File: config.mk
export PLATFORM = sky130hd
export DESIGN_NAME = touch_sample_qualify_map_page
export DESIGN_NICKNAME = d
export VERILOG_FILES = /design/src/rtl/core/tsq_pkg.sv /design/src/rtl/core/tsq_front.sv /design/src/rtl/core/tsq_queue.sv /design/src/rtl/core/tsq_div.sv /design/src/rtl/core/tsq_back.sv /design/src/rtl/core/touch_sample_qualify_map_page.sv
export SDC_FILE = /design/constraint.sdc
export NUM_CORES = 1
export LEC_CHECK = 0
export BUFFER_PORTS_ARGS = -buffer_cell sky130_fd_sc_hd__buf_2
export CAP_MARGIN = 10
export CORE_ASPECT_RATIO = 0.9
export CORE_MARGIN = 10
export CORE_UTILIZATION = 62
export DETAILED_ROUTE_END_ITERATION = 10
export GPL_ROUTABILITY_DRIVEN = 0
export PLACE_DENSITY = 0.82
export SKIP_LAST_GASP = 1
export SYNTH_ARGS = -nofsm -noshare
export SYNTH_HDL_FRONTEND = slang
export SYNTH_HIERARCHICAL = 1
export SYNTH_SLANG_ARGS = --single-unit
File: constraint.sdc
create_clock -name i_clk -period 7.05 [get_ports i_clk]
set_input_delay 1.41 -clock i_clk [delete_from_list [all_inputs] [get_ports i_clk]]
set_output_delay 1.41 -clock i_clk [all_outputs]
set_load 0.02 [all_outputs]
File: src/rtl/core/tsq_pkg.sv
// Shared types, register map and constants for the touch sample qualifier.
package tsq_pkg;

    // Field widths of the raw conversions and timestamps
    localparam int RAW_W  = 12;
    localparam int TIME_W = 32;
    localparam int DEB_W  = 16;
    localparam int NPG_W  = 3;

    // Stream payload widths
    localparam int S_DATA_W = 72;
    localparam int M_DATA_W = 24;

    // Configuration port
    localparam int APB_AW = 5;
    localparam int APB_DW = 32;

    // Queue between front and back
    localparam int Q_DEPTH = 2;

    // Register reset values
    localparam logic [RAW_W-1:0] RST_X_MIN = 12'd460;
    localparam logic [RAW_W-1:0] RST_X_MAX = 12'd3378;
    localparam logic [RAW_W-1:0] RST_Y_MIN = 12'd744;
    localparam logic [RAW_W-1:0] RST_Y_MAX = 12'd3496;
    localparam logic [RAW_W-1:0] RST_P_THR = 12'd300;
    localparam logic [DEB_W-1:0] RST_DEB   = 16'd200;

    // Page action codes
    localparam logic [1:0] ACT_NONE = 2'd0;
    localparam logic [1:0] ACT_PREV = 2'd1;
    localparam logic [1:0] ACT_NEXT = 2'd2;

    // Register index (paddr[4:2])
    typedef enum logic [2:0] {
        REG_X_MIN = 3'd0,
        REG_X_MAX = 3'd1,
        REG_Y_MIN = 3'd2,
        REG_Y_MAX = 3'd3,
        REG_P_THR = 3'd4,
        REG_DEB   = 3'd5
    } t_reg_idx;

    // Calibration and qualification settings
    typedef struct packed {
        logic [RAW_W-1:0] x_min;
        logic [RAW_W-1:0] x_max;
        logic [RAW_W-1:0] y_min;
        logic [RAW_W-1:0] y_max;
        logic [RAW_W-1:0] p_thr;
        logic [DEB_W-1:0] deb;
    } t_cfg;

    // What the back end has to do with an item
    typedef enum logic [1:0] {
        OP_SET    = 2'd0,
        OP_REJECT = 2'd1,
        OP_MAP    = 2'd2
    } t_op;

    // One queued item
    typedef struct packed {
        t_op              op;
        logic [RAW_W-1:0] raw_x;
        logic [RAW_W-1:0] raw_y;
        logic [NPG_W-1:0] new_page;
    } t_qent;

    // Queue status toward the back end
    typedef struct packed {
        logic valid;
        logic full;
    } t_qstat;

    // Back end sequencer
    typedef enum logic [1:0] {
        S_IDLE = 2'd0,
        S_DIV  = 2'd1,
        S_EMIT = 2'd2
    } t_bstate;

endpackage

File: src/rtl/core/tsq_front.sv
// Front end: takes input transfers, qualifies touch samples, tracks debounce time.
module tsq_front
    import tsq_pkg::*;
#(
    parameter int PAGE_COUNT = 4
) (
    input  logic                i_clk,
    input  logic                i_rst_n,
    input  logic                i_s_tvalid,
    output logic                o_s_tready,
    // [0] pen_down, [12:1] raw_x, [24:13] raw_y, [36:25] raw_pressure,
    // [68:37] time_ms, [71:69] new_page
    input  logic [S_DATA_W-1:0] i_s_tdata,
    // [0] kind
    input  logic                i_s_tuser,
    input  t_cfg                i_cfg,
    input  logic                i_q_full,
    output logic                o_push,
    output t_qent               o_ent
);

    localparam logic [NPG_W-1:0] LAST_PAGE = NPG_W'(PAGE_COUNT - 1);

    logic [TIME_W-1:0] r_last_ms;
    logic [TIME_W-1:0] n_last_ms;

    logic              pen;
    logic [RAW_W-1:0]  raw_p;
    logic [TIME_W-1:0] t_ms;
    logic [NPG_W-1:0]  np;
    logic [TIME_W-1:0] gap;
    logic              qualify;
    logic              xfer;

    assign pen   = i_s_tdata[0];
    assign raw_p = i_s_tdata[36:25];
    assign t_ms  = i_s_tdata[68:37];
    assign np    = i_s_tdata[71:69];

    assign o_s_tready = !i_q_full;
    assign xfer       = i_s_tvalid && o_s_tready;
    assign o_push     = xfer;

    // Gap since last accepted touch, modulo 2^32
    assign gap     = t_ms - r_last_ms;
    assign qualify = pen && (raw_p > i_cfg.p_thr) && (gap > TIME_W'(i_cfg.deb));

    // Classify the item
    always_comb begin
        o_ent.raw_x    = i_s_tdata[12:1];
        o_ent.raw_y    = i_s_tdata[24:13];
        o_ent.new_page = (np > LAST_PAGE) ? LAST_PAGE : np;
        n_last_ms      = r_last_ms;
        if (i_s_tuser) begin
            o_ent.op = OP_SET;
        end else if (qualify) begin
            o_ent.op = OP_MAP;
            if (xfer) begin
                n_last_ms = t_ms;
            end
        end else begin
            o_ent.op = OP_REJECT;
        end
    end

    always_ff @(posedge i_clk) begin
        if (!i_rst_n) begin
            r_last_ms <= '0;
        end else begin
            r_last_ms <= n_last_ms;
        end
    end

endmodule

File: src/rtl/core/tsq_queue.sv
// Short in-order queue between the front and back ends.
module tsq_queue
    import tsq_pkg::*;
(
    input  logic   i_clk,
    input  logic   i_rst_n,
    input  logic   i_push,
    input  t_qent  i_ent,
    input  logic   i_pop,
    output t_qent  o_ent,
    output t_qstat o_stat
);

    localparam int QAW = (Q_DEPTH > 1) ? $clog2(Q_DEPTH) : 1;
    localparam int QCW = $clog2(Q_DEPTH + 1);

    t_qent          r_mem [Q_DEPTH];
    logic [QAW-1:0] r_wp;
    logic [QAW-1:0] r_rp;
    logic [QCW-1:0] r_cnt;
    logic [QAW-1:0] n_wp;
    logic [QAW-1:0] n_rp;
    logic [QCW-1:0] n_cnt;

    assign o_ent        = r_mem[r_rp];
    assign o_stat.valid = (r_cnt != '0);
    assign o_stat.full  = (r_cnt == QCW'(Q_DEPTH));

    // Pointer and fill count update
    always_comb begin
        n_wp  = r_wp;
        n_rp  = r_rp;
        n_cnt = r_cnt;
        if (i_push) begin
            n_wp = (r_wp == QAW'(Q_DEPTH - 1)) ? '0 : r_wp + 1'b1;
        end
        if (i_pop) begin
            n_rp = (r_rp == QAW'(Q_DEPTH - 1)) ? '0 : r_rp + 1'b1;
        end
        if (i_push && !i_pop) begin
            n_cnt = r_cnt + 1'b1;
        end else if (!i_push && i_pop) begin
            n_cnt = r_cnt - 1'b1;
        end
    end

    always_ff @(posedge i_clk) begin
        if (!i_rst_n) begin
            r_wp  <= '0;
            r_rp  <= '0;
            r_cnt <= '0;
        end else begin
            r_wp  <= n_wp;
            r_rp  <= n_rp;
            r_cnt <= n_cnt;
        end
    end

    // Entry storage
    always_ff @(posedge i_clk) begin
        if (i_push) begin
            r_mem[r_wp] <= i_ent;
        end
    end

`ifndef ASSERT_OFF
    a_no_overflow: assert property (@(posedge i_clk) disable iff (!i_rst_n)
        !(i_push && o_stat.full && !i_pop))
        else $error("push into full queue");
    a_no_underflow: assert property (@(posedge i_clk) disable iff (!i_rst_n)
        !(i_pop && !o_stat.valid))
        else $error("pop from empty queue");
    a_cnt_range: assert property (@(posedge i_clk) disable iff (!i_rst_n)
        r_cnt <= QCW'(Q_DEPTH))
        else $error("queue count out of range");
`endif

endmodule

File: src/rtl/core/tsq_div.sv
// Unsigned restoring divider, one quotient bit per cycle.
module tsq_div #(
    parameter int DW = 21,
    parameter int VW = 12
) (
    input  logic          i_clk,
    input  logic          i_rst_n,
    input  logic          i_start,
    input  logic [DW-1:0] i_dividend,
    input  logic [VW-1:0] i_divisor,
    output logic          o_busy,
    output logic [DW-1:0] o_quo
);

    localparam int CW = $clog2(DW + 1);

    logic [DW-1:0] r_quo;
    logic [VW-1:0] r_rem;
    logic [VW-1:0] r_div;
    logic [CW-1:0] r_cnt;
    logic          r_busy;

    logic [VW:0]   shifted;
    logic [VW:0]   diff;
    logic          fits;

    // One trial subtraction
    assign shifted = {r_rem, r_quo[DW-1]};
    assign diff    = shifted - {1'b0, r_div};
    assign fits    = (shifted >= {1'b0, r_div});

    assign o_busy = r_busy;
    assign o_quo  = r_quo;

    always_ff @(posedge i_clk) begin
        if (!i_rst_n) begin
            r_busy <= 1'b0;
            r_cnt  <= '0;
        end else if (i_start) begin
            r_busy <= 1'b1;
            r_cnt  <= CW'(DW);
        end else if (r_busy) begin
            r_cnt <= r_cnt - 1'b1;
            if (r_cnt == CW'(1)) begin
                r_busy <= 1'b0;
            end
        end
    end

    always_ff @(posedge i_clk) begin
        if (i_start) begin
            r_quo <= i_dividend;
            r_rem <= '0;
            r_div <= i_divisor;
        end else if (r_busy) begin
            r_quo <= {r_quo[DW-2:0], fits};
            r_rem <= fits ? diff[VW-1:0] : shifted[VW-1:0];
        end
    end

endmodule

File: src/rtl/core/tsq_back.sv
// Back end: maps accepted samples to pixels, steps the page, drives results.
module tsq_back
    import tsq_pkg::*;
#(
    parameter int SCREEN_W   = 320,
    parameter int SCREEN_H   = 240,
    parameter int PAGE_COUNT = 4
) (
    input  logic                i_clk,
    input  logic                i_rst_n,
    input  t_cfg                i_cfg,
    input  t_qstat              i_qstat,
    input  t_qent               i_ent,
    output logic                o_pop,
    output logic                o_m_tvalid,
    input  logic                i_m_tready,
    // [0] accepted, [9:1] screen_x, [17:10] screen_y, [19:18] page_action,
    // [22:20] page, [23] zero
    output logic [M_DATA_W-1:0] o_m_tdata
);

    localparam int XW  = $clog2(SCREEN_W);
    localparam int YW  = $clog2(SCREEN_H);
    localparam int PW  = $clog2(PAGE_COUNT);
    localparam int XDW = RAW_W + $clog2(SCREEN_W + 1);
    localparam int YDW = RAW_W + $clog2(SCREEN_H + 1);

    localparam logic [XW-1:0] LEFT_LIM  = XW'((SCREEN_W + 2) / 3);
    localparam logic [XW-1:0] RIGHT_LIM = XW'((2 * SCREEN_W) / 3);
    localparam logic [PW-1:0] LAST_PAGE = PW'(PAGE_COUNT - 1);

    t_bstate r_state;
    t_bstate n_state;

    t_qent          r_ent;
    logic           r_z_x;
    logic           r_z_y;
    logic [PW-1:0]  r_page;
    logic [XW-1:0]  r_held_x;
    logic [YW-1:0]  r_held_y;
    logic           r_out_valid;
    logic [M_DATA_W-1:0] r_out_data;

    logic [PW-1:0]  n_page;
    logic [XW-1:0]  n_held_x;
    logic [YW-1:0]  n_held_y;
    logic           n_acc;
    logic [1:0]     n_act;

    logic           out_free;
    logic           div_start;
    logic           emit;

    // Per-axis setup
    logic signed [RAW_W:0] num_x, span_x, num_y, span_y;
    logic [RAW_W-1:0]      mag_nx, mag_sx, mag_ny, mag_sy;
    logic [XDW-1:0]        dvd_x;
    logic [YDW-1:0]        dvd_y;
    logic                  z_x, z_y;
    logic                  busy_x, busy_y;
    logic [XDW-1:0]        quo_x;
    logic [YDW-1:0]        quo_y;
    logic [XW-1:0]         map_x;
    logic [YW-1:0]         map_y;

    // Output field extension
    logic [XW+8:0]         ext_x;
    logic [YW+7:0]         ext_y;
    logic [PW+2:0]         ext_p;

    // Signed offsets and spans; division runs on magnitudes
    always_comb begin
        num_x  = $signed({1'b0, i_ent.raw_x}) - $signed({1'b0, i_cfg.x_min});
        span_x = $signed({1'b0, i_cfg.x_max}) - $signed({1'b0, i_cfg.x_min});
        num_y  = $signed({1'b0, i_ent.raw_y}) - $signed({1'b0, i_cfg.y_min});
        span_y = $signed({1'b0, i_cfg.y_max}) - $signed({1'b0, i_cfg.y_min});
        mag_nx = num_x[RAW_W]  ? RAW_W'(-num_x)  : num_x[RAW_W-1:0];
        mag_sx = span_x[RAW_W] ? RAW_W'(-span_x) : span_x[RAW_W-1:0];
        mag_ny = num_y[RAW_W]  ? RAW_W'(-num_y)  : num_y[RAW_W-1:0];
        mag_sy = span_y[RAW_W] ? RAW_W'(-span_y) : span_y[RAW_W-1:0];
        dvd_x  = XDW'(mag_nx) * XDW'(SCREEN_W);
        dvd_y  = YDW'(mag_ny) * YDW'(SCREEN_H);
        // Zero span, or opposite signs: result clamps to zero
        z_x    = (span_x == '0) || (num_x[RAW_W] != span_x[RAW_W]);
        z_y    = (span_y == '0) || (num_y[RAW_W] != span_y[RAW_W]);
    end

    tsq_div #(.DW(XDW), .VW(RAW_W)) u_div_x (
        .i_clk      (i_clk),
        .i_rst_n    (i_rst_n),
        .i_start    (div_start),
        .i_dividend (dvd_x),
        .i_divisor  (mag_sx),
        .o_busy     (busy_x),
        .o_quo      (quo_x)
    );

    tsq_div #(.DW(YDW), .VW(RAW_W)) u_div_y (
        .i_clk      (i_clk),
        .i_rst_n    (i_rst_n),
        .i_start    (div_start),
        .i_dividend (dvd_y),
        .i_divisor  (mag_sy),
        .o_busy     (busy_y),
        .o_quo      (quo_y)
    );

    // Clamp quotients to the screen
    always_comb begin
        if (r_z_x) begin
            map_x = '0;
        end else if (quo_x > XDW'(SCREEN_W - 1)) begin
            map_x = XW'(SCREEN_W - 1);
        end else begin
            map_x = quo_x[XW-1:0];
        end
        if (r_z_y) begin
            map_y = '0;
        end else if (quo_y > YDW'(SCREEN_H - 1)) begin
            map_y = YW'(SCREEN_H - 1);
        end else begin
            map_y = quo_y[YW-1:0];
        end
    end

    // Sequencer next state
    always_comb begin
        n_state = r_state;
        unique case (r_state)
            S_IDLE: begin
                if (i_qstat.valid) begin
                    n_state = (i_ent.op == OP_MAP) ? S_DIV : S_EMIT;
                end
            end
            S_DIV: begin
                if (!busy_x && !busy_y) begin
                    n_state = S_EMIT;
                end
            end
            S_EMIT: begin
                if (out_free) begin
                    n_state = S_IDLE;
                end
            end
            default: n_state = S_IDLE;
        endcase
    end

    // Sequencer outputs
    assign out_free = !r_out_valid || i_m_tready;
    always_comb begin
        o_pop     = 1'b0;
        div_start = 1'b0;
        emit      = 1'b0;
        unique case (r_state)
            S_IDLE: begin
                o_pop     = i_qstat.valid;
                div_start = i_qstat.valid && (i_ent.op == OP_MAP);
            end
            S_DIV: begin
            end
            S_EMIT: begin
                emit = out_free;
            end
            default: begin
            end
        endcase
    end

    // Result and state update for the item in hand
    always_comb begin
        n_page   = r_page;
        n_held_x = r_held_x;
        n_held_y = r_held_y;
        n_acc    = 1'b0;
        n_act    = ACT_NONE;
        case (r_ent.op)
            OP_SET: begin
                n_page = r_ent.new_page[PW-1:0];
            end
            OP_MAP: begin
                n_acc    = 1'b1;
                n_held_x = map_x;
                n_held_y = map_y;
                if (map_x < LEFT_LIM) begin
                    n_act  = ACT_PREV;
                    n_page = (r_page == '0) ? LAST_PAGE : r_page - 1'b1;
                end else if (map_x > RIGHT_LIM) begin
                    n_act  = ACT_NEXT;
                    n_page = (r_page == LAST_PAGE) ? '0 : r_page + 1'b1;
                end
            end
            default: begin
            end
        endcase
    end

    assign ext_x = {9'b0, n_held_x};
    assign ext_y = {8'b0, n_held_y};
    assign ext_p = {3'b0, n_page};

    // Control registers
    always_ff @(posedge i_clk) begin
        if (!i_rst_n) begin
            r_state     <= S_IDLE;
            r_out_valid <= 1'b0;
            r_page      <= '0;
            r_held_x    <= '0;
            r_held_y    <= '0;
        end else begin
            r_state <= n_state;
            if (emit) begin
                r_out_valid <= 1'b1;
                r_page      <= n_page;
                r_held_x    <= n_held_x;
                r_held_y    <= n_held_y;
            end else if (i_m_tready) begin
                r_out_valid <= 1'b0;
            end
        end
    end

    // Payload registers
    always_ff @(posedge i_clk) begin
        if (o_pop) begin
            r_ent <= i_ent;
            r_z_x <= z_x;
            r_z_y <= z_y;
        end
        if (emit) begin
            r_out_data <= {1'b0, ext_p[2:0], n_act, ext_y[7:0], ext_x[8:0], n_acc};
        end
    end

    assign o_m_tvalid = r_out_valid;
    assign o_m_tdata  = r_out_data;

`ifndef ASSERT_OFF
    a_div_only_map: assert property (@(posedge i_clk) disable iff (!i_rst_n)
        (r_state == S_DIV) |-> (r_ent.op == OP_MAP))
        else $error("divide phase on a non-mapping item");
    a_emit_div_idle: assert property (@(posedge i_clk) disable iff (!i_rst_n)
        (r_state == S_EMIT) |-> (!busy_x && !busy_y))
        else $error("result emitted while dividers busy");
    a_page_range: assert property (@(posedge i_clk) disable iff (!i_rst_n)
        r_page <= LAST_PAGE)
        else $error("page out of range");
`endif

endmodule

File: src/rtl/core/touch_sample_qualify_map_page.sv
// Top level: touch sample qualifier with calibrated mapping and page stepping.
//
//   channel   dir  handshake                 payload
//   s stream  in   i_s_tvalid / o_s_tready   i_s_tdata (72b), i_s_tuser (kind)
//   m stream  out  o_m_tvalid / i_m_tready   o_m_tdata (24b)
//   apb cfg   in   psel, penable, pwrite     paddr, pwdata, prdata, pready
//
// A mapping sample goes from transfer through the queue and the bit-serial dividers, which run
// X and Y side by side, to the output register.
// Rejected samples and page writes skip the dividers.
// A two-entry queue lets the front keep taking transfers while the back divides
// or the output register waits on i_m_tready.
// Synchronous active-low reset; no clearing pass is needed.
module touch_sample_qualify_map_page
    import tsq_pkg::*;
#(
    parameter int SCREEN_W   = 320,
    parameter int SCREEN_H   = 240,
    parameter int PAGE_COUNT = 4
) (
    input  logic                i_clk,
    input  logic                i_rst_n,
    input  logic                i_s_tvalid,
    output logic                o_s_tready,
    // [0] pen_down, [12:1] raw_x, [24:13] raw_y, [36:25] raw_pressure,
    // [68:37] time_ms, [71:69] new_page
    input  logic [S_DATA_W-1:0] i_s_tdata,
    // [0] kind
    input  logic                i_s_tuser,
    output logic                o_m_tvalid,
    input  logic                i_m_tready,
    // [0] accepted, [9:1] screen_x, [17:10] screen_y, [19:18] page_action,
    // [22:20] page, [23] zero
    output logic [M_DATA_W-1:0] o_m_tdata,
    input  logic                psel,
    input  logic                penable,
    input  logic                pwrite,
    input  logic [APB_AW-1:0]   paddr,
    input  logic [APB_DW-1:0]   pwdata,
    output logic [APB_DW-1:0]   prdata,
    output logic                pready
);

    t_cfg     r_cfg;
    t_reg_idx reg_idx;
    logic     cfg_wr;

    logic     push;
    logic     pop;
    t_qent    ent_in;
    t_qent    ent_out;
    t_qstat   qstat;

    // Register file
    assign pready  = 1'b1;
    assign reg_idx = t_reg_idx'(paddr[4:2]);
    assign cfg_wr  = psel && penable && pwrite && pready;

    always_ff @(posedge i_clk) begin
        if (!i_rst_n) begin
            r_cfg.x_min <= RST_X_MIN;
            r_cfg.x_max <= RST_X_MAX;
            r_cfg.y_min <= RST_Y_MIN;
            r_cfg.y_max <= RST_Y_MAX;
            r_cfg.p_thr <= RST_P_THR;
            r_cfg.deb   <= RST_DEB;
        end else if (cfg_wr) begin
            case (reg_idx)
                REG_X_MIN: r_cfg.x_min <= pwdata[RAW_W-1:0];
                REG_X_MAX: r_cfg.x_max <= pwdata[RAW_W-1:0];
                REG_Y_MIN: r_cfg.y_min <= pwdata[RAW_W-1:0];
                REG_Y_MAX: r_cfg.y_max <= pwdata[RAW_W-1:0];
                REG_P_THR: r_cfg.p_thr <= pwdata[RAW_W-1:0];
                REG_DEB:   r_cfg.deb   <= pwdata[DEB_W-1:0];
                default: begin
                end
            endcase
        end
    end

    // Read back
    always_comb begin
        unique case (reg_idx)
            REG_X_MIN: prdata = APB_DW'(r_cfg.x_min);
            REG_X_MAX: prdata = APB_DW'(r_cfg.x_max);
            REG_Y_MIN: prdata = APB_DW'(r_cfg.y_min);
            REG_Y_MAX: prdata = APB_DW'(r_cfg.y_max);
            REG_P_THR: prdata = APB_DW'(r_cfg.p_thr);
            REG_DEB:   prdata = APB_DW'(r_cfg.deb);
            default:   prdata = '0;
        endcase
    end

    tsq_front #(.PAGE_COUNT(PAGE_COUNT)) u_front (
        .i_clk      (i_clk),
        .i_rst_n    (i_rst_n),
        .i_s_tvalid (i_s_tvalid),
        .o_s_tready (o_s_tready),
        .i_s_tdata  (i_s_tdata),
        .i_s_tuser  (i_s_tuser),
        .i_cfg      (r_cfg),
        .i_q_full   (qstat.full),
        .o_push     (push),
        .o_ent      (ent_in)
    );

    tsq_queue u_queue (
        .i_clk   (i_clk),
        .i_rst_n (i_rst_n),
        .i_push  (push),
        .i_ent   (ent_in),
        .i_pop   (pop),
        .o_ent   (ent_out),
        .o_stat  (qstat)
    );

    tsq_back #(
        .SCREEN_W   (SCREEN_W),
        .SCREEN_H   (SCREEN_H),
        .PAGE_COUNT (PAGE_COUNT)
    ) u_back (
        .i_clk      (i_clk),
        .i_rst_n    (i_rst_n),
        .i_cfg      (r_cfg),
        .i_qstat    (qstat),
        .i_ent      (ent_out),
        .o_pop      (pop),
        .o_m_tvalid (o_m_tvalid),
        .i_m_tready (i_m_tready),
        .o_m_tdata  (o_m_tdata)
    );

endmodule

==> summary.txt, run 1 <==
Global routing
  • Global-route usage over all layers: 23.8%
  • Overflow after GRT: 0
  • Wire length of the first global-routing pass: just over 90000 µm
  • Initial antenna violation count: 7
  • Largest net degree at the start of global routing: 110
  • Vias in the first global route: between 15000 and 20000

Critical path
  • Required @ worst endpoint: ~7300 ps
  • Endpoint class of the critical path: flop
  • Crit-path max FO: 13
  • Critical path type: reg -> reg
  • CP startpoint kind: flop
  • Worst EP arrival: approximately 6900 ps
  • R2R setup slack: roughly 460 ps

CTS
  • CTS tree: yes
  • Sink Count: 320
  • Worst-Skew Late Latency: 540 ps
  • Num CTS Buffers: 36
  • Clk slew on worst S/H paths: 60 ps
  • CTS root buffer: clkbuf_16
  • # hold bufs at CTS: 0
  • CTS max path bufs: 3
  • CTS HTree Levels: 2

Timing
  • Final hold violations: 0
  • Worst clock skew: roughly 21 ps
  • Worst slew pin tran: about 1100 ps
  • Worst hold slack: around 460 ps
  • Period minus WS final: approximately 6600 ps
  • Max Clk Rate: around 0.15 GHz
  • Final period util: 93.5%
  • Worst setup margin: approximately 460 ps
  • RSZ-0062 raised after global routing: no
  • Rel. slew slack: between 20% and 30%
  • Endpoints failing setup: 0
  • Fin Setup TNS: 0 ps
  • Max Slew Vio Count: 0

Pwr
  • Peak supply drop: about 1.1 mV
  • PwrDens: approximately 550 nW/µm²
  • Leakage power total: 10.5 nW

Detailed routing
  • Via count: ~19000
  • 1st-pass router iterations: 8
  • Via/cell ratio: roughly 6
  • Average routed wire per standard cell: 18.4 µm
  • First DRT Iteration DRCs: between 1500 and 2000
  • Final WL: around 56000 µm
  • Antenna Nets Post-Route: 0
  • DRC: 0

Logic synthesis
  • Syn_area_per_cell: around 9.4 µm²
  • Ys Warns: 6
  • Synth Cell Area: approximately 23000 µm²
  • Mapped Cells: 2455

Finish
  • Fin util: approximately two thirds
  • Layout cell share with drive strength beyond 1: between 15 and 20%
  • Area Overhead vs Synth: 8.38%
  • Layout Nets: 2867

Floorplanning
  • CORE AREA: 37100 µm²
  • Area of the die: 45500 µm²
  • IO Pins: between 150 and 200
  • Placement Rows: 67
  • Die width: between 200 and 250 µm
  • Initial Util: roughly 62%
  • Die height: slightly above 200 µm

Place
  • Hpwl dp: approximately 42000 µm
  • Worst slack, placed: about 80 ps
  • I/O Buffers: 138

Outcome
  • Status: completed

Run
  • MaxCap Viol Count: 0

Worst hold path
  • Worst min-delay path category: reg -> reg
-- report_power, final --
| part | total, W | leakage (nW) | switching (W) | internal, W |
|---|---|---|---|---|
| clock | 0.00188 | 0.564 | 0.000763 | 0.00112 |
| combinational | 0.00924 | 7.13 | 0.00515 | 0.00409 |
| sequential | 0.00275 | 2.76 | 0.000271 | 0.00248 |
| total | 0.0139 | 10.5 | 0.00618 | 0.00769 |
-- metal layers --
metal	up-vias	track usage, %	part of all wire (%)
met5	-	0	0.11
met4	10	9.60	3.7
met3	149	5.24	7.2
met2	714	39.7	47
met1	8923	29.5	42
li1	8973	-	-
-- path summary, 6_finish.rpt --
check | to | from | depth (start not counted)
max | u_back/u_div_y/o_quo[19] | flop | 24
min | u_front/r_last_ms[15] | u_front/r_last_ms[15] | 2
max reg2reg | u_back/u_div_y/o_quo[19] | flop | 24
min reg2reg | u_front/r_last_ms[15] | u_front/r_last_ms[15] | 2
-- through the flow --
step                      power (W)  area [µm²]  cells
final                        0.0139       25100   3055
after global routing         0.0150       25100   3053
after CTS                    0.0137       25000   3051
after detailed placement     0.0117       23900   2987
after global placement       0.0112       23900   2987
after floorplan             0.00990       23300   2481
-- cell usage in the layout (no fill, tap or decap), types with 10 or more instances in the layout --
cell type and instances:
inv_1 207, o21bai_1 14, nand3_1 43, a211oi_1 19
o41ai_1 11, a31oi_1 21, o21ai_0 72, a21oi_1 111
clkbuf_16 38, nor4_1 13, and3_1 12, nor3_1 37
a311oi_1 10, nor2b_1 22, a21o_1 31, o21a_1 37
o31ai_1 27, o211a_1 18, a21boi_0 11, fa_1 23
or3_1 14, edfxtp_1 149, nand2b_1 22, nor2_1 144
nand2_1 249, o211ai_1 30, buf_2 137, xor2_1 44
and2_1 15, xnor2_1 89, buf_4 14, mux2i_1 106
mux2_2 81, conb_1 29, ha_1 184, dfxtp_1 170
or2_2 35, o21ai_1 17, nand4_1 26
-- registers in the layout, indices dropped and copies added, names as in the netlist, 2 cells and up, named ones only --
register              count
u_back/o_m_tdata         22
u_back/r_ent              4
u_back/u_div_x/r_rem     12
u_back/u_div_y/r_rem     12
u_back/u_div_x/r_cnt      5
u_back/r_page             2
u_back/u_div_x/o_quo     21
u_queue/r_cnt             2
u_back/u_div_y/r_cnt      5
u_back/r_state            2
u_back/u_div_x/r_div     12
u_back/r_held_x           9
u_back/u_div_y/o_quo     20
u_front/r_last_ms        32
u_back/r_held_y           8
u_queue/r_mem            56
r_cfg                    76
u_back/u_div_y/r_div     12
-- critical path, cell delays in order (launching register included) --
cell and delay [ps]:
dfxtp_2 460, buf_4 200, mux2_2 360, ha_1 380, nor2b_4 170, o21a_1 210
o21bai_1 280, a32oi_4 220, buf_4 240, nand2b_1 180, xnor2_2 190, fa_1 520
inv_1 60, fa_1 530, inv_1 40, ha_1 340, o21ai_0 130, o21ai_0 180
a2111oi_2 480, o31ai_1 190, a21o_1 210, a21oi_1 200, o211a_1 170, a22oi_1 90
mux2_2 290
-- timing repair --
| action | in CTS | in global routing |
|---|---|---|
| endpoints found under the hold margin | 0 | 0 |
| endpoints found under the setup margin | 0 | 2 |
| resized for setup | 0 | 6 |
| buffers inserted | 0 | 0 |
-- final cells by class --
type                       count  area, µm²
clock buffer                  49       1010
antenna                        3       7.51
fill                        2826      12000
tap                          483        604
multi-input combinational   1823      13800
timing repair buffer         153        830
clock inverter                15        161
inverter                     209        785
sequential                   320       7900
(Power assumes the default switching activity.)
==> run 2, diff against run 1 <==
- CORE_UTILIZATION: 62 -> 56
- GPL_TIMING_DRIVEN: not set -> 0
- PLACE_DENSITY: 0.82 -> 0.78
- SYNTH_HIERARCHICAL: 1 -> not set
- clock period: 7.05 -> 5.4 ns (I/O delays scaled with it)
==> run 2 against run 1 <==
Net effect:
- setup slack worse by 1400 ps
- critical endpoint is now u_back.u_div_x.o_quo[20]
- worst hold slack improved by 3.3 ps
- largest cell class unchanged
- sequential cell count is the same
- utilization shrank 0.52 points
- die area rose by 3.5%
- non-clock buffer count is 177 higher
- sequential share of layout area down 1.2 points
- register-to-register slack worse by 1400 ps
- cell count grew 5.8%
- highest routed layer unchanged
- the run now ends with negative setup slack left
- synthesized cell count fell by 0.16%
- wire length increased by 14%
==> summary.txt, run 2 <==
Timing
  • Worst setup margin: -913 ps
  • RSZ-0062 raised after global routing: yes
  • Max Clk Rate: approximately 0.16 GHz
  • Worst slew pin tran: between 1000 and 1500 ps
  • Max Slew Vio Count: 0
  • Final hold violations: 0
  • Period minus WS final: around 6300 ps
  • Rel. slew slack: between 20% and 30%
  • Worst hold slack: 461 ps
  • Endpoints failing setup: 19
  • Worst clock skew: 22.4 ps
  • Final period util: 117%

Global routing
  • Wire length of the first global-routing pass: between 100000 and 150000 µm
  • Vias in the first global route: approximately 19000
  • Initial antenna violation count: 5
  • Global-route usage over all layers: 26.5%
  • Largest net degree at the start of global routing: 34
  • Overflow after GRT: 0

Floorplanning
  • CORE AREA: 38300 µm²
  • Die width: 228 µm
  • Placement Rows: 68
  • IO Pins: around 180
  • Area of the die: approximately 47000 µm²
  • Die height: around 210 µm
  • Initial Util: a little under three fifths

Detailed routing
  • Antenna Nets Post-Route: 0
  • First DRT Iteration DRCs: approximately 1900
  • Final WL: between 60000 and 70000 µm
  • Via/cell ratio: around 6.1
  • Via count: between 15000 and 20000
  • 1st-pass router iterations: 5
  • DRC: 0
  • Average routed wire per standard cell: 19.7 µm

Critical path
  • Slowest stage delay, CP: about 410 ps
  • Endpoint class of the critical path: flop
  • Cell repeated most along the worst path: a21o_1
  • CP startpoint kind: flop
  • Required @ worst endpoint: between 5000 and 6000 ps
  • Critical path type: reg -> reg
  • Crit-path max FO: 5
  • Slowest cell on crit path: a2111oi_4
  • Worst EP arrival: about 6600 ps

Place
  • I/O Buffers: ~140
  • Dpl cell area: roughly 23000 µm²
  • Worst slack, placed: -1460 ps
  • Hpwl dp: approximately 47000 µm

CTS
  • Num CTS Buffers: 36
  • CTS max path bufs: 3
  • CTS HTree Levels: 2
  • Clk slew on worst S/H paths: roughly 60 ps
  • # hold bufs at CTS: 0
  • Sink Count: 320
  • Worst-Skew Late Latency: roughly 550 ps
  • CTS tree: yes
  • CTS root buffer: clkbuf_16

Finish
  • Most frequent cells in the layout: nand2_1 (330), inv_1 (194), dfxtp_1 (180)
  • Reg with most FFs: r_cfg
  • Layout Nets: 3042
  • Max reg flops: 76
  • Most common cell after layout, fill and taps aside: nand2_1
  • Final Instance Area: roughly 26000 µm²
  • Layout fillers: a little under 3000
  • Flip-flop and latch area: 7800 µm²
  • Multi-input gate area: around 13000 µm²
  • Largest regs: r_cfg x76, u_queue.r_mem x56, u_front.r_last_ms x32
  • Area Overhead vs Synth: 18.5%
  • ANT cells: 0
  • Layout cell share with drive strength beyond 1: ~17%

Logic synthesis
  • Post-synth top cells: nand2_1 (330), inv_1 (200), ha_1 (184)
  • Netlist cell types: 92
  • Synth Cell Area: ~22000 µm²
  • Ys Warns: 0
  • Most numerous cell in the Yosys netlist: nand2_1
  • Synthesized flop and latch total: 320
  • Number of synthesized flops with an enable pin: around 140
  • Post-synth top area share: approximately a fifth
  • Top area cells in the synthesized netlist: edfxtp_1 (19%), dfxtp_1 (17%), ha_1 (11%)
  • Cell taking the most area after synthesis: edfxtp_1
  • Ys async rst share: 0%
  • Register area share after synthesis: a little over a third
  • Syn_area_per_cell: between 8 and 9 µm²
  • Mapped Cells: roughly 2500
  • Prevailing post-synth register cell: dfxtp_1

Outcome
  • Status: finished, violations left
  • Failing checks: negative setup slack

Run
  • MaxCap Viol Count: 0

Worst hold path
  • Worst min-delay path category: reg -> reg
==> run 2: metrics by stage <==
step / setup TNS [ps] / cells / utilization, %
detailed placement: -31420 / 3096 / 60.8
global route: -14230 / 3233 / 67.2
finish: -10600 / 3233 / 67.2
global placement: -25080 / 3093 / 60.6
CTS: -8000 / 3226 / 66.4
floorplan: -3580 / 2468 / -
==> run 2: layer usage <==
metal  track usage [%]  vias to the layer above  part of all wire (%)
li1                  -                     9196                     -
met1              32.0                     9350                    40
met2              45.3                      869                    47
met3              5.06                      226                   7.3
met4              11.8                       10                   4.7
met5                 0                        -                  0.12
==> run 2: cell families after synthesis <==
kind of cell / synth area share, %
fa+ha+maj: 12.7
flops: 35.9
buf+inv: 5.98
simple gates: 16.5
other cells: 0.0346
mux: 5.30
xor+xnor: 5.56
compound gates: 18.1
==> run 2: critical path: cells and delay by family, from the launching register on <==
kind | cells | cell delay [ps]
AND/OR/NAND/NOR | 3 | 270
adder cells (fa/ha/maj) | 4 | 990
multiplexers | 1 | 220
buffers and inverters | 9 | 1060
XOR/XNOR | 1 | 210
flip-flops | 1 | 320
AO/OA/AOI/OAI | 14 | 2980
==> run 2: layout make-up <==
| class | instances | share of cell area (%) |
|---|---|---|
| plain buffers | 117 | 2.43 |
| clock buffers | 46 | 3.91 |
| clock inverters | 16 | 0.443 |
| inverters | 202 | 2.95 |
| multi-input cells | 1829 | 52.4 |
| flip-flops and latches | 320 | 30.3 |
| well taps | 490 | 2.38 |
| repair buffers | 213 | 5.22 |
==> run 2: path summary, 6_finish.rpt <==
check	from	endpoint	slack, ps	depth (start not counted)
setup reg to reg	flop	u_back.u_div_x.o_quo[20]	-910	32
hold / removal	u_front.r_last_ms[7]	u_front.r_last_ms[7]	460	2
hold reg to reg	u_front.r_last_ms[7]	u_front.r_last_ms[7]	460	2
setup / recovery	flop	u_back.u_div_x.o_quo[20]	-910	32
==> run 2: what timing repair did <==
| item | in CTS | in global routing |
|---|---|---|
| setup endpoints to repair | 22 | 54 |
| pin swaps | 69 | 65 |
| resized for setup | 99 | 49 |
| buffers inserted | 70 | 26 |
Power of run 2 is left out: the tool's default activity adds up to more than one toggle a clock period on the data nets, which glitch-free logic cannot reach.
